[src/sv/held_key_tracker_unit_macros.svh]
// ----------------------------------------------------------------------------
// Held key tracker assertion macros
// Concurrent assertion wrappers; define ASSERT_OFF to compile them away.
// ----------------------------------------------------------------------------
`ifndef HELD_KEY_TRACKER_UNIT_MACROS_SVH
`define HELD_KEY_TRACKER_UNIT_MACROS_SVH

`ifndef ASSERT_OFF

`define HKT_ASSERT(lbl, clk, rst_n, prop) \
	lbl: assert property (@(posedge clk) disable iff (!rst_n) prop) \
		else $error("held_key_tracker_unit: assertion failed");

`define HKT_ASSERT_NEVER(lbl, clk, rst_n, expr) \
	lbl: assert property (@(posedge clk) disable iff (!rst_n) !(expr)) \
		else $error("held_key_tracker_unit: forbidden condition seen");

`else

`define HKT_ASSERT(lbl, clk, rst_n, prop)

`define HKT_ASSERT_NEVER(lbl, clk, rst_n, expr)

`endif

`endif

[src/sv/hkt_pkg.sv]
// ----------------------------------------------------------------------------
// Held key tracker package
// Shared constants, word types and controller/datapath command and status types.
// ----------------------------------------------------------------------------
`default_nettype none

package hkt_pkg;

	localparam int TABLE_DEPTH_DEF = 32;

	localparam int MODE_W = 3;
	localparam int ID_W   = 16;
	localparam int PAY_W  = 32;
	localparam int TYPE_W = 2;
	localparam int ENTRY_W = 3 * ID_W;

	localparam logic [MODE_W-1:0] MODE_KEY    = 3'd0;
	localparam logic [MODE_W-1:0] MODE_MOUSE  = 3'd1;
	localparam logic [MODE_W-1:0] MODE_TEXT   = 3'd2;
	localparam logic [MODE_W-1:0] MODE_RETIRE = 3'd3;

	localparam logic [TYPE_W-1:0] ETYPE_KEY = 2'd0;

	localparam logic KIND_FWD    = 1'b0;
	localparam logic KIND_STATUS = 1'b1;

	localparam logic ST_OK   = 1'b0;
	localparam logic ST_FULL = 1'b1;

	typedef enum logic [2:0] {
		EMIT_NONE,
		EMIT_KEY_IN,
		EMIT_PASS,
		EMIT_ENTRY,
		EMIT_STATUS
	} emit_sel_t;

	typedef struct packed {
		logic [MODE_W-1:0] mode;
		logic [ID_W-1:0]   source_id;
		logic [ID_W-1:0]   hw_scan;
		logic [ID_W-1:0]   key_code;
		logic              is_press;
		logic [PAY_W-1:0]  payload;
		logic              vm_running;
	} evt_word_t;

	typedef struct packed {
		logic              item_kind;
		logic [TYPE_W-1:0] event_type;
		logic [ID_W-1:0]   out_source;
		logic [ID_W-1:0]   out_scan;
		logic [ID_W-1:0]   out_key;
		logic              out_press;
		logic [PAY_W-1:0]  out_payload;
		logic              status;
		logic              last;
	} res_word_t;

	typedef struct packed {
		logic      load_in;
		logic      idx_inc;
		logic      rd_en;
		logic      rd_last;
		logic      wr_append;
		logic      wr_remove;
		logic      cnt_inc;
		logic      cnt_dec;
		logic      set_full;
		emit_sel_t emit;
	} dp_cmd_t;

	typedef struct packed {
		logic is_retire;
		logic is_key;
		logic is_pass;
		logic run;
		logic press;
		logic idx_lt_cnt;
		logic cnt_full;
		logic key_match;
		logic src_match;
		logic out_free;
	} dp_sts_t;

endpackage

`default_nettype wire

[src/sv/hkt_evt_if.sv]
// ----------------------------------------------------------------------------
// Held key tracker event channel
// Valid/ready channel carrying one input event word.
// ----------------------------------------------------------------------------
`default_nettype none

interface hkt_evt_if;
	import hkt_pkg::*;

	logic              valid;
	logic              ready;
	logic [MODE_W-1:0] mode;
	logic [ID_W-1:0]   source_id;
	logic [ID_W-1:0]   hw_scan;
	logic [ID_W-1:0]   key_code;
	logic              is_press;
	logic [PAY_W-1:0]  payload;
	logic              vm_running;

	modport source (
		output valid, mode, source_id, hw_scan, key_code, is_press, payload,
			vm_running,
		input  ready
	);

	modport sink (
		input  valid, mode, source_id, hw_scan, key_code, is_press, payload,
			vm_running,
		output ready
	);
endinterface

`default_nettype wire

[src/sv/hkt_res_if.sv]
// ----------------------------------------------------------------------------
// Held key tracker result channel
// Valid/ready channel carrying one result word.
// ----------------------------------------------------------------------------
`default_nettype none

interface hkt_res_if;
	import hkt_pkg::*;

	logic              valid;
	logic              ready;
	logic              item_kind;
	logic [TYPE_W-1:0] event_type;
	logic [ID_W-1:0]   out_source;
	logic [ID_W-1:0]   out_scan;
	logic [ID_W-1:0]   out_key;
	logic              out_press;
	logic [PAY_W-1:0]  out_payload;
	logic              status;
	logic              last;

	modport source (
		output valid, item_kind, event_type, out_source, out_scan, out_key, out_press,
			out_payload, status, last,
		input  ready
	);

	modport sink (
		input  valid, item_kind, event_type, out_source, out_scan, out_key, out_press,
			out_payload, status, last,
		output ready
	);
endinterface

`default_nettype wire

[src/sv/held_key_tracker_unit.sv]
// Dropped events return to idle for the status word; pass-throughs first emit from the
// forward state. Key events scan the table entry by entry, swap-removing a matched release;
// source retire swap-removes each entry of its source, releasing it first when running.
// Throughput: one event at a time, the next taken the cycle after its status word is
// registered. Reset: held count and output valid clear, table undefined.
// ----------------------------------------------------------------------------
// Held key tracker unit
// Tracks held keys per source and forwards input events with a final status.
// ----------------------------------------------------------------------------
`default_nettype none

module held_key_tracker_unit #(
	parameter int TABLE_DEPTH = hkt_pkg::TABLE_DEPTH_DEF
) (
	input  wire logic clk,
	input  wire logic arst_n,
	hkt_evt_if.sink   evt,
	hkt_res_if.source res
);
	import hkt_pkg::*;

	evt_word_t evt_word;
	res_word_t res_word;
	dp_cmd_t   cmd;
	dp_sts_t   sts;
	logic      res_valid;
	logic      evt_ready;

	assign evt_word.mode       = evt.mode;
	assign evt_word.source_id  = evt.source_id;
	assign evt_word.hw_scan    = evt.hw_scan;
	assign evt_word.key_code   = evt.key_code;
	assign evt_word.is_press   = evt.is_press;
	assign evt_word.payload    = evt.payload;
	assign evt_word.vm_running = evt.vm_running;
	assign evt.ready           = evt_ready;

	hkt_ctrl u_ctrl (
		.clk       (clk),
		.arst_n    (arst_n),
		.evt_valid (evt.valid),
		.evt_ready (evt_ready),
		.sts       (sts),
		.cmd       (cmd)
	);

	hkt_dp #(
		.TABLE_DEPTH (TABLE_DEPTH)
	) u_dp (
		.clk       (clk),
		.arst_n    (arst_n),
		.evt_word  (evt_word),
		.cmd       (cmd),
		.sts       (sts),
		.res_word  (res_word),
		.res_valid (res_valid),
		.res_ready (res.ready)
	);

	assign res.valid       = res_valid;
	assign res.item_kind   = res_word.item_kind;
	assign res.event_type  = res_word.event_type;
	assign res.out_source  = res_word.out_source;
	assign res.out_scan    = res_word.out_scan;
	assign res.out_key     = res_word.out_key;
	assign res.out_press   = res_word.out_press;
	assign res.out_payload = res_word.out_payload;
	assign res.status      = res_word.status;
	assign res.last        = res_word.last;
endmodule

`default_nettype wire

[src/sv/hkt_dp.sv]
// ----------------------------------------------------------------------------
// Held key tracker datapath
// Event register, held-key table memory, count, scan index, output register.
// ----------------------------------------------------------------------------
`default_nettype none
`include "held_key_tracker_unit_macros.svh"

module hkt_dp #(
	parameter int TABLE_DEPTH = hkt_pkg::TABLE_DEPTH_DEF
) (
	input  wire logic              clk,
	input  wire logic              arst_n,
	input  wire hkt_pkg::evt_word_t evt_word,
	input  wire hkt_pkg::dp_cmd_t  cmd,
	output hkt_pkg::dp_sts_t       sts,
	output hkt_pkg::res_word_t     res_word,
	output logic                   res_valid,
	input  wire logic              res_ready
);
	import hkt_pkg::*;

	localparam int AW = (TABLE_DEPTH > 1) ? $clog2(TABLE_DEPTH) : 1;
	localparam int CW = $clog2(TABLE_DEPTH + 1);

	evt_word_t          evt_q;
	logic [CW-1:0]      idx_q;
	logic [CW-1:0]      cnt_q;
	logic [CW-1:0]      cnt_m1;
	logic               st_q;
	logic [ENTRY_W-1:0] rd_q;
	logic [ENTRY_W-1:0] mem [TABLE_DEPTH];
	logic [AW-1:0]      rd_addr;
	logic [ENTRY_W-1:0] key_ent;
	res_word_t          out_q;
	res_word_t          out_d;
	logic               out_valid_q;
	logic               out_free;
	logic               out_load;

	assign cnt_m1   = cnt_q - 1'b1;
	assign rd_addr  = cmd.rd_last ? cnt_m1[AW-1:0] : idx_q[AW-1:0];
	assign key_ent  = {evt_q.source_id, evt_q.hw_scan, evt_q.key_code};
	assign out_free = !out_valid_q || res_ready;
	assign out_load = out_free && (cmd.emit != EMIT_NONE);

	always_ff @(posedge clk) begin
		if (cmd.load_in) begin
			evt_q <= evt_word;
			st_q  <= ST_OK;
		end else if (cmd.set_full) begin
			st_q <= ST_FULL;
		end
		if (cmd.rd_en) begin
			rd_q <= mem[rd_addr];
		end
		if (cmd.wr_append) begin
			mem[cnt_q[AW-1:0]] <= key_ent;
		end else if (cmd.wr_remove) begin
			mem[idx_q[AW-1:0]] <= rd_q;
		end
		if (out_load) begin
			out_q <= out_d;
		end
	end

	always_ff @(posedge clk or negedge arst_n) begin
		if (!arst_n) begin
			cnt_q       <= '0;
			idx_q       <= '0;
			out_valid_q <= 1'b0;
		end else begin
			if (cmd.cnt_inc) begin
				cnt_q <= cnt_q + 1'b1;
			end else if (cmd.cnt_dec) begin
				cnt_q <= cnt_m1;
			end
			if (cmd.load_in) begin
				idx_q <= '0;
			end else if (cmd.idx_inc) begin
				idx_q <= idx_q + 1'b1;
			end
			if (out_load) begin
				out_valid_q <= 1'b1;
			end else if (res_ready) begin
				out_valid_q <= 1'b0;
			end
		end
	end

	always_comb begin
		out_d = '0;
		case (cmd.emit)
			EMIT_KEY_IN: begin
				out_d.item_kind  = KIND_FWD;
				out_d.event_type = ETYPE_KEY;
				out_d.out_source = evt_q.source_id;
				out_d.out_scan   = evt_q.hw_scan;
				out_d.out_key    = evt_q.key_code;
				out_d.out_press  = evt_q.is_press;
			end
			EMIT_PASS: begin
				out_d.item_kind   = KIND_FWD;
				out_d.event_type  = evt_q.mode[TYPE_W-1:0];
				out_d.out_source  = evt_q.source_id;
				out_d.out_payload = evt_q.payload;
			end
			EMIT_ENTRY: begin
				out_d.item_kind  = KIND_FWD;
				out_d.event_type = ETYPE_KEY;
				{out_d.out_source, out_d.out_scan, out_d.out_key} = rd_q;
				out_d.out_press  = 1'b0;
			end
			EMIT_STATUS: begin
				out_d.item_kind = KIND_STATUS;
				out_d.status    = st_q;
				out_d.last      = 1'b1;
			end
			default: out_d = '0;
		endcase
	end

	always_comb begin
		sts.is_retire  = evt_q.mode == MODE_RETIRE;
		sts.is_key     = evt_q.mode == MODE_KEY;
		sts.is_pass    = (evt_q.mode == MODE_MOUSE) || (evt_q.mode == MODE_TEXT);
		sts.run        = evt_q.vm_running;
		sts.press      = evt_q.is_press;
		sts.idx_lt_cnt = idx_q < cnt_q;
		sts.cnt_full   = cnt_q == CW'(TABLE_DEPTH);
		sts.key_match  = rd_q == key_ent;
		sts.src_match  = rd_q[ENTRY_W-1 -: ID_W] == evt_q.source_id;
		sts.out_free   = out_free;
	end

	assign res_word  = out_q;
	assign res_valid = out_valid_q;

	`HKT_ASSERT_NEVER(a_cnt_bound, clk, arst_n, cnt_q > CW'(TABLE_DEPTH))
	`HKT_ASSERT(a_dec_nonempty, clk, arst_n, cmd.cnt_dec |-> (cnt_q != '0))
	`HKT_ASSERT(a_full_is_last, clk, arst_n, (out_valid_q && out_q.status) |-> out_q.last)
endmodule

`default_nettype wire

[src/sv/hkt_ctrl.sv]
// ----------------------------------------------------------------------------
// Held key tracker controller
// Sequences table search, append, swap-removal and result emission.
// ----------------------------------------------------------------------------
`default_nettype none
`include "held_key_tracker_unit_macros.svh"

module hkt_ctrl (
	input  wire logic             clk,
	input  wire logic             arst_n,
	input  wire logic             evt_valid,
	output logic                  evt_ready,
	input  wire hkt_pkg::dp_sts_t sts,
	output hkt_pkg::dp_cmd_t      cmd
);
	import hkt_pkg::*;

	typedef enum logic [2:0] {
		S_IDLE,
		S_DISPATCH,
		S_RD,
		S_CMP,
		S_EMIT_ENTRY,
		S_REM_RD,
		S_REM_WR,
		S_FWD
	} state_t;

	state_t state_q;
	state_t state_d;
	logic   status_pend;
	// status_q marks the idle-state wait for the final status word
	logic   status_q;

	assign evt_ready   = (state_q == S_IDLE) && !status_pend;
	assign status_pend = status_q;

	always_ff @(posedge clk or negedge arst_n) begin
		if (!arst_n) begin
			state_q  <= S_IDLE;
			status_q <= 1'b0;
		end else begin
			state_q <= state_d;
			if (state_q == S_IDLE && status_q && sts.out_free) begin
				status_q <= 1'b0;
			end else if (state_q != S_IDLE && state_d == S_IDLE) begin
				status_q <= 1'b1;
			end
		end
	end

	always_comb begin
		state_d = state_q;
		cmd     = '0;
		cmd.emit = EMIT_NONE;
		unique case (state_q)
			S_IDLE: begin
				if (status_q) begin
					if (sts.out_free) begin
						cmd.emit = EMIT_STATUS;
					end
				end else if (evt_valid) begin
					cmd.load_in = 1'b1;
					state_d     = S_DISPATCH;
				end
			end
			S_DISPATCH: begin
				if (sts.is_retire || (sts.run && sts.is_key)) begin
					state_d = S_RD;
				end else if (sts.run && sts.is_pass) begin
					state_d = S_FWD;
				end else begin
					state_d = S_IDLE;
				end
			end
			S_RD: begin
				if (sts.idx_lt_cnt) begin
					cmd.rd_en = 1'b1;
					state_d   = S_CMP;
				end else if (sts.is_retire) begin
					state_d = S_IDLE;
				end else if (sts.press && sts.cnt_full) begin
					cmd.set_full = 1'b1;
					state_d      = S_IDLE;
				end else begin
					cmd.wr_append = sts.press;
					cmd.cnt_inc   = sts.press;
					state_d       = S_FWD;
				end
			end
			S_CMP: begin
				if (sts.is_retire) begin
					if (sts.src_match) begin
						state_d = sts.run ? S_EMIT_ENTRY : S_REM_RD;
					end else begin
						cmd.idx_inc = 1'b1;
						state_d     = S_RD;
					end
				end else if (sts.key_match) begin
					state_d = sts.press ? S_FWD : S_REM_RD;
				end else begin
					cmd.idx_inc = 1'b1;
					state_d     = S_RD;
				end
			end
			S_EMIT_ENTRY: begin
				if (sts.out_free) begin
					cmd.emit = EMIT_ENTRY;
					state_d  = S_REM_RD;
				end
			end
			S_REM_RD: begin
				cmd.rd_en   = 1'b1;
				cmd.rd_last = 1'b1;
				state_d     = S_REM_WR;
			end
			S_REM_WR: begin
				cmd.wr_remove = 1'b1;
				cmd.cnt_dec   = 1'b1;
				state_d       = sts.is_retire ? S_RD : S_FWD;
			end
			S_FWD: begin
				if (sts.out_free) begin
					cmd.emit = sts.is_key ? EMIT_KEY_IN : EMIT_PASS;
					state_d  = S_IDLE;
				end
			end
			default: state_d = S_IDLE;
		endcase
	end

	`HKT_ASSERT(a_append_room, clk, arst_n, cmd.wr_append |-> !sts.cnt_full)
	`HKT_ASSERT(a_emit_free, clk, arst_n, (cmd.emit != EMIT_NONE) |-> sts.out_free)
	`HKT_ASSERT(a_remove_seq, clk, arst_n, cmd.wr_remove |-> $past(cmd.rd_en && cmd.rd_last))
endmodule

`default_nettype wire

[src/flat_wrapper.sv]
// flat-port wrapper written by rule: the top's interface ports become plain ports
module held_key_tracker_unit_flat import hkt_pkg::*;
#(
	parameter int TABLE_DEPTH = hkt_pkg::TABLE_DEPTH_DEF
)
  (clk, arst_n, evt_valid, evt_mode, evt_source_id, evt_hw_scan, evt_key_code, evt_is_press, evt_payload, evt_vm_running, evt_ready, res_valid, res_item_kind, res_event_type, res_out_source, res_out_scan, res_out_key, res_out_press, res_out_payload, res_status, res_last, res_ready);
  hkt_evt_if evt_i ();
  hkt_res_if res_i ();
  input  wire logic clk;
  input  wire logic arst_n;
  input wire logic [$bits(evt_i.valid)-1:0] evt_valid;
  input wire logic [$bits(evt_i.mode)-1:0] evt_mode;
  input wire logic [$bits(evt_i.source_id)-1:0] evt_source_id;
  input wire logic [$bits(evt_i.hw_scan)-1:0] evt_hw_scan;
  input wire logic [$bits(evt_i.key_code)-1:0] evt_key_code;
  input wire logic [$bits(evt_i.is_press)-1:0] evt_is_press;
  input wire logic [$bits(evt_i.payload)-1:0] evt_payload;
  input wire logic [$bits(evt_i.vm_running)-1:0] evt_vm_running;
  output wire logic [$bits(evt_i.ready)-1:0] evt_ready;
  output wire logic [$bits(res_i.valid)-1:0] res_valid;
  output wire logic [$bits(res_i.item_kind)-1:0] res_item_kind;
  output wire logic [$bits(res_i.event_type)-1:0] res_event_type;
  output wire logic [$bits(res_i.out_source)-1:0] res_out_source;
  output wire logic [$bits(res_i.out_scan)-1:0] res_out_scan;
  output wire logic [$bits(res_i.out_key)-1:0] res_out_key;
  output wire logic [$bits(res_i.out_press)-1:0] res_out_press;
  output wire logic [$bits(res_i.out_payload)-1:0] res_out_payload;
  output wire logic [$bits(res_i.status)-1:0] res_status;
  output wire logic [$bits(res_i.last)-1:0] res_last;
  input wire logic [$bits(res_i.ready)-1:0] res_ready;
  assign evt_i.valid = evt_valid;
  assign evt_i.mode = evt_mode;
  assign evt_i.source_id = evt_source_id;
  assign evt_i.hw_scan = evt_hw_scan;
  assign evt_i.key_code = evt_key_code;
  assign evt_i.is_press = evt_is_press;
  assign evt_i.payload = evt_payload;
  assign evt_i.vm_running = evt_vm_running;
  assign evt_ready = evt_i.ready;
  assign res_valid = res_i.valid;
  assign res_item_kind = res_i.item_kind;
  assign res_event_type = res_i.event_type;
  assign res_out_source = res_i.out_source;
  assign res_out_scan = res_i.out_scan;
  assign res_out_key = res_i.out_key;
  assign res_out_press = res_i.out_press;
  assign res_out_payload = res_i.out_payload;
  assign res_status = res_i.status;
  assign res_last = res_i.last;
  assign res_i.ready = res_ready;
  held_key_tracker_unit #(.TABLE_DEPTH(TABLE_DEPTH)) u_core (.clk(clk), .arst_n(arst_n), .evt(evt_i), .res(res_i));
endmodule
[config.mk]
export PLATFORM = sky130hd
export DESIGN_NAME = held_key_tracker_unit_flat
export DESIGN_NICKNAME = d
export VERILOG_FILES = /design/src/sv/hkt_pkg.sv /design/src/sv/hkt_evt_if.sv /design/src/sv/hkt_res_if.sv /design/src/sv/held_key_tracker_unit.sv /design/src/sv/hkt_dp.sv /design/src/sv/hkt_ctrl.sv /design/src/flat_wrapper.sv
export VERILOG_INCLUDE_DIRS = /design/src /design/src/sv
export SDC_FILE = /design/constraint.sdc
export NUM_CORES = 2
export LEC_CHECK = 0
export CORE_MARGIN = 5
export CORE_UTILIZATION = 45
export CTS_CLUSTER_DIAMETER = 100
export DETAILED_ROUTE_END_ITERATION = 7
export DONT_BUFFER_PORTS = 1
export GPL_TIMING_DRIVEN = 0
export REMOVE_ABC_BUFFERS = 1
export SKIP_CTS_REPAIR_TIMING = 1
export SYNTH_ARGS = -nofsm -noshare
export SYNTH_HDL_FRONTEND = slang
export SYNTH_HIERARCHICAL = 1
export SYNTH_SLANG_ARGS = --single-unit
[constraint.sdc]
create_clock -name clk -period 5.5 [get_ports clk]
set_clock_uncertainty 0.1 [all_clocks]
set_input_delay 0 -clock clk [delete_from_list [all_inputs] [get_ports clk]]
set_output_delay 0 -clock clk [all_outputs]
set_load 0.01 [all_outputs]
==> flow_summary.ini <==
[outcome]
status = complete, no violations

[timing]
worst_pin_slew_ns = 1.24
fmax_mhz = 185
slew_viol_final = 0
fin_ws_ns = 0.0826
fin_tns_setup_ns = 0
fin_crit_ns = 5.42
final_hold_viol_count = 0
fin_crit_sh = 0.985
max_slew_margin = 0.166
setup_viol = 0

[synthesis]
synth-seq-area-share = 0.740
synth_top_area_share = 0.734
syn_area_um2 = 71800
yosys-top-cells-area = edfxtp_1, nand2_1, mux4_2
synth-edff-count = 1754
avgSynthCellArea_um2 = 15.1
async_flop_share = 0.00959
yosys_warnings = 6
synth.most_common_cell = edfxtp_1
syn_inst = 4749
ys_ff_latch = 1772
synth_ff_type = edfxtp_1
synth_common_cells = edfxtp_1, nand2_1, clkbuf_1, a211oi_1, a31oi_1
netlist.top_cell.by_area = edfxtp_1
synthDistinctLibCells = 66

[worst_hold_path]
hp-class = in -> reg

[grt]
antenna_found_initial = 6
track_usage = 0.242
grt_pass1_wl_um = 297000
overflow = 0
grt_max_degree = 80
grt_pass1_vias = 41500

[flow_run]
maxCapViolCount = 0

[clocking]
cts_max_level = 4
cts_tree = built
cts-buffers-inserted = 183
clockRootBuffer = clkbuf_16
path_clk_slew_ns = 0.06
clk_latency_ns = 0.84
cts_sinks = 1772
clk_path_buf_depth = 3

[floorplan]
core_area_um2 = 159000
rows = 146
dieArea_um2 = 168000
die_w_um = 409
io_pins = 177
dieHeight_um = 409
start_util = 0.453

[power]
p_sw_frac = 0.370
leakage_nw = 27.7
seq_power_share = 0.382
p_sw_mw = 17.3
ir_worst_vdd_mv = 0.374
clkPwrFrac = 0.255
p_int_mw = 29.4
p_per_area_nw_per_um2 = 547
combPwrFrac = 0.363

[setup_path]
path_class = reg -> reg
rrSetupSlack_ns = 0.08
cp_slowest_cell = dfrtp_4
path_cells = ha_1 -> a21o_1 -> a21o_1 -> a21o_1 -> a21o_1 -> a21oi_1 -> or4_1 -> nor3b_4 -> nand2b_4 -> mux2i_1 -> nand2_1 -> nor2_4 -> buf_12 -> buf_12
end_kind = register
arrival_ns = 5.82
required_ns = 5.90
crit_path_max_fanout = 42
slowest_delay_ns = 0.71
critPathLaunchType = register
path_common_cell = a21o_1

[finish]
fin_nets = 5111
syn_to_final_growth_pct = 18.8
drive_gt1_frac = 0.139

[place]
io_buffers = 0
pre_cts_slack_ns = -1.89
gp_congestion = 0.738
dp_hpwl_um = 130000

[drt]
wl_per_cell_um = 30.2
firstDrtPassIters = 8
viasPerCell = 6.26
ant_nets = 0
wl_um = 218000
drc = 0
dr_total_vias = 45300
drt_iter0_markers = 5527
-- flip-flops by register name, indices dropped and copies added (netlist names) --
register / count
u_core/u_dp/mem: 1536
u_core/u_dp/idx_q: 6
u_core/u_ctrl/state_q: 3
u_core/u_ctrl/status_pend: 1
u_core/u_dp/res_word: 85
u_core/u_dp/rd_q: 48
u_core/u_dp/cnt_q: 6
u_core/u_dp/sts: 2
u_core/u_dp/res_valid: 1
u_core/u_dp/evt_q: 83
u_core/u_dp/st_q: 1
-- final cells by class --
class / instances / area (um^2)
antenna: 1 / 2.50
multi-input combinational: 2629 / 17600
fill: 12400 / 73300
tap: 2072 / 2590
inverter: 12 / 47.5
clock inverter: 91 / 788
sequential: 1772 / 53100
timing repair buffer: 415 / 6140
clock buffer: 240 / 4900
-- cell usage in the layout, fill, tap and decap left out, types with 7 or more instances in the layout --
cell           count
mux4_2            96
buf_16            55
nand2_1          718
nor2_1            24
a21oi_1          159
dfrtp_1           13
and3_1            65
nor3_1           101
inv_1             11
a211oi_1         198
nand3_1          179
and2_1            38
a221oi_1          44
a21o_1            53
a31oi_1          183
mux2i_1           49
mux2_2            51
bufinv_16          9
a31o_2             7
a32oi_1           47
dlygate4sd3_1    178
buf_4             58
xnor2_1           57
o21ai_0            7
buf_12           114
ha_1               8
clkbuf_16        188
clkbuf_1          52
nand4_1           15
clkinv_1          45
clkinv_2          18
nor2_4            38
nand2b_1         148
nor4_1            48
a311oi_1          11
o22ai_1           52
a22oi_1           95
a22o_1            50
edfxtp_1        1754
-- final timing paths --
check                                     startpoint                    end  cells past startpoint
worst max-delay path            u_core/u_dp/idx_q[1]  u_core/u_dp/mem[1][2]                     14
worst min-delay path                       evt_valid       u_core/u_dp/st_q                      3
worst max register to register  u_core/u_dp/idx_q[1]  u_core/u_dp/mem[1][2]                     14
worst min register to register      u_core/u_dp/st_q       u_core/u_dp/st_q                      2
max in group asynchronous                     arst_n   u_core/u_dp/idx_q[1]                      2
min in group asynchronous                     arst_n  u_core/u_dp/res_valid                      2
-- power groups by stage --
stage / Clock (mW) / Sequential [mW] / Combinational [mW]
3_5_place_dp: 0 / 18.1 / 15.9
6_report: 11.9 / 17.8 / 16.9
2_1_floorplan: 0 / 18.0 / 9.59
3_3_place_gp: 0 / 18.3 / 14.3
5_1_grt: 12.7 / 17.9 / 17.8
4_1_cts: 12.1 / 17.9 / 16.0
-- worst max-delay path: cells and delay by family, from the launching register on --
| kind | cells | cell delay, ns |
|---|---|---|
| simple gates | 5 | 2.39 |
| fa+ha+maj | 1 | 0.41 |
| buf+inv | 2 | 0.46 |
| mux | 1 | 0.40 |
| flops | 1 | 0.71 |
| compound gates | 5 | 0.58 |
-- kinds of logic after synthesis --
logic type | Yosys count | synth area share
AO/OA/AOI/OAI | 935 | 0.0914
XOR/XNOR | 60 | 0.00732
AND/OR/NAND/NOR | 1420 | 0.0921
flip-flops | 1772 | 0.740
multiplexers | 197 | 0.0452
adder cells (fa/ha/maj) | 9 | 0.00157
buffers and inverters | 356 | 0.0223
-- per-layer routing --
metal / vias to the layer above / GRT usage / wire length [um]
met5: - / 0 / 8
met4: 2 / 0.0779 / 7440
met3: 436 / 0.0529 / 22100
met2: 2600 / 0.372 / 99900
met1: 23100 / 0.347 / 88800
li1: 19200 / - / -
-- per-stage QoR --
stage                     hold WS (ns)  instance area (um^2)  std cells  power (mW)   util
after floorplan                 -0.396                 70200       4405        27.6      -
after global placement          -0.394                 72800       6477        32.6  0.459
after detailed placement        -0.395                 76600       6630        34.1  0.483
after CTS                        -1.27                 82300       6961        45.9  0.519
after global routing             0.211                 85200       7231        48.4  0.538
final                            0.185                 85300       7232        46.6  0.538
No activity file was read; power rests on OpenSTA's default activity.
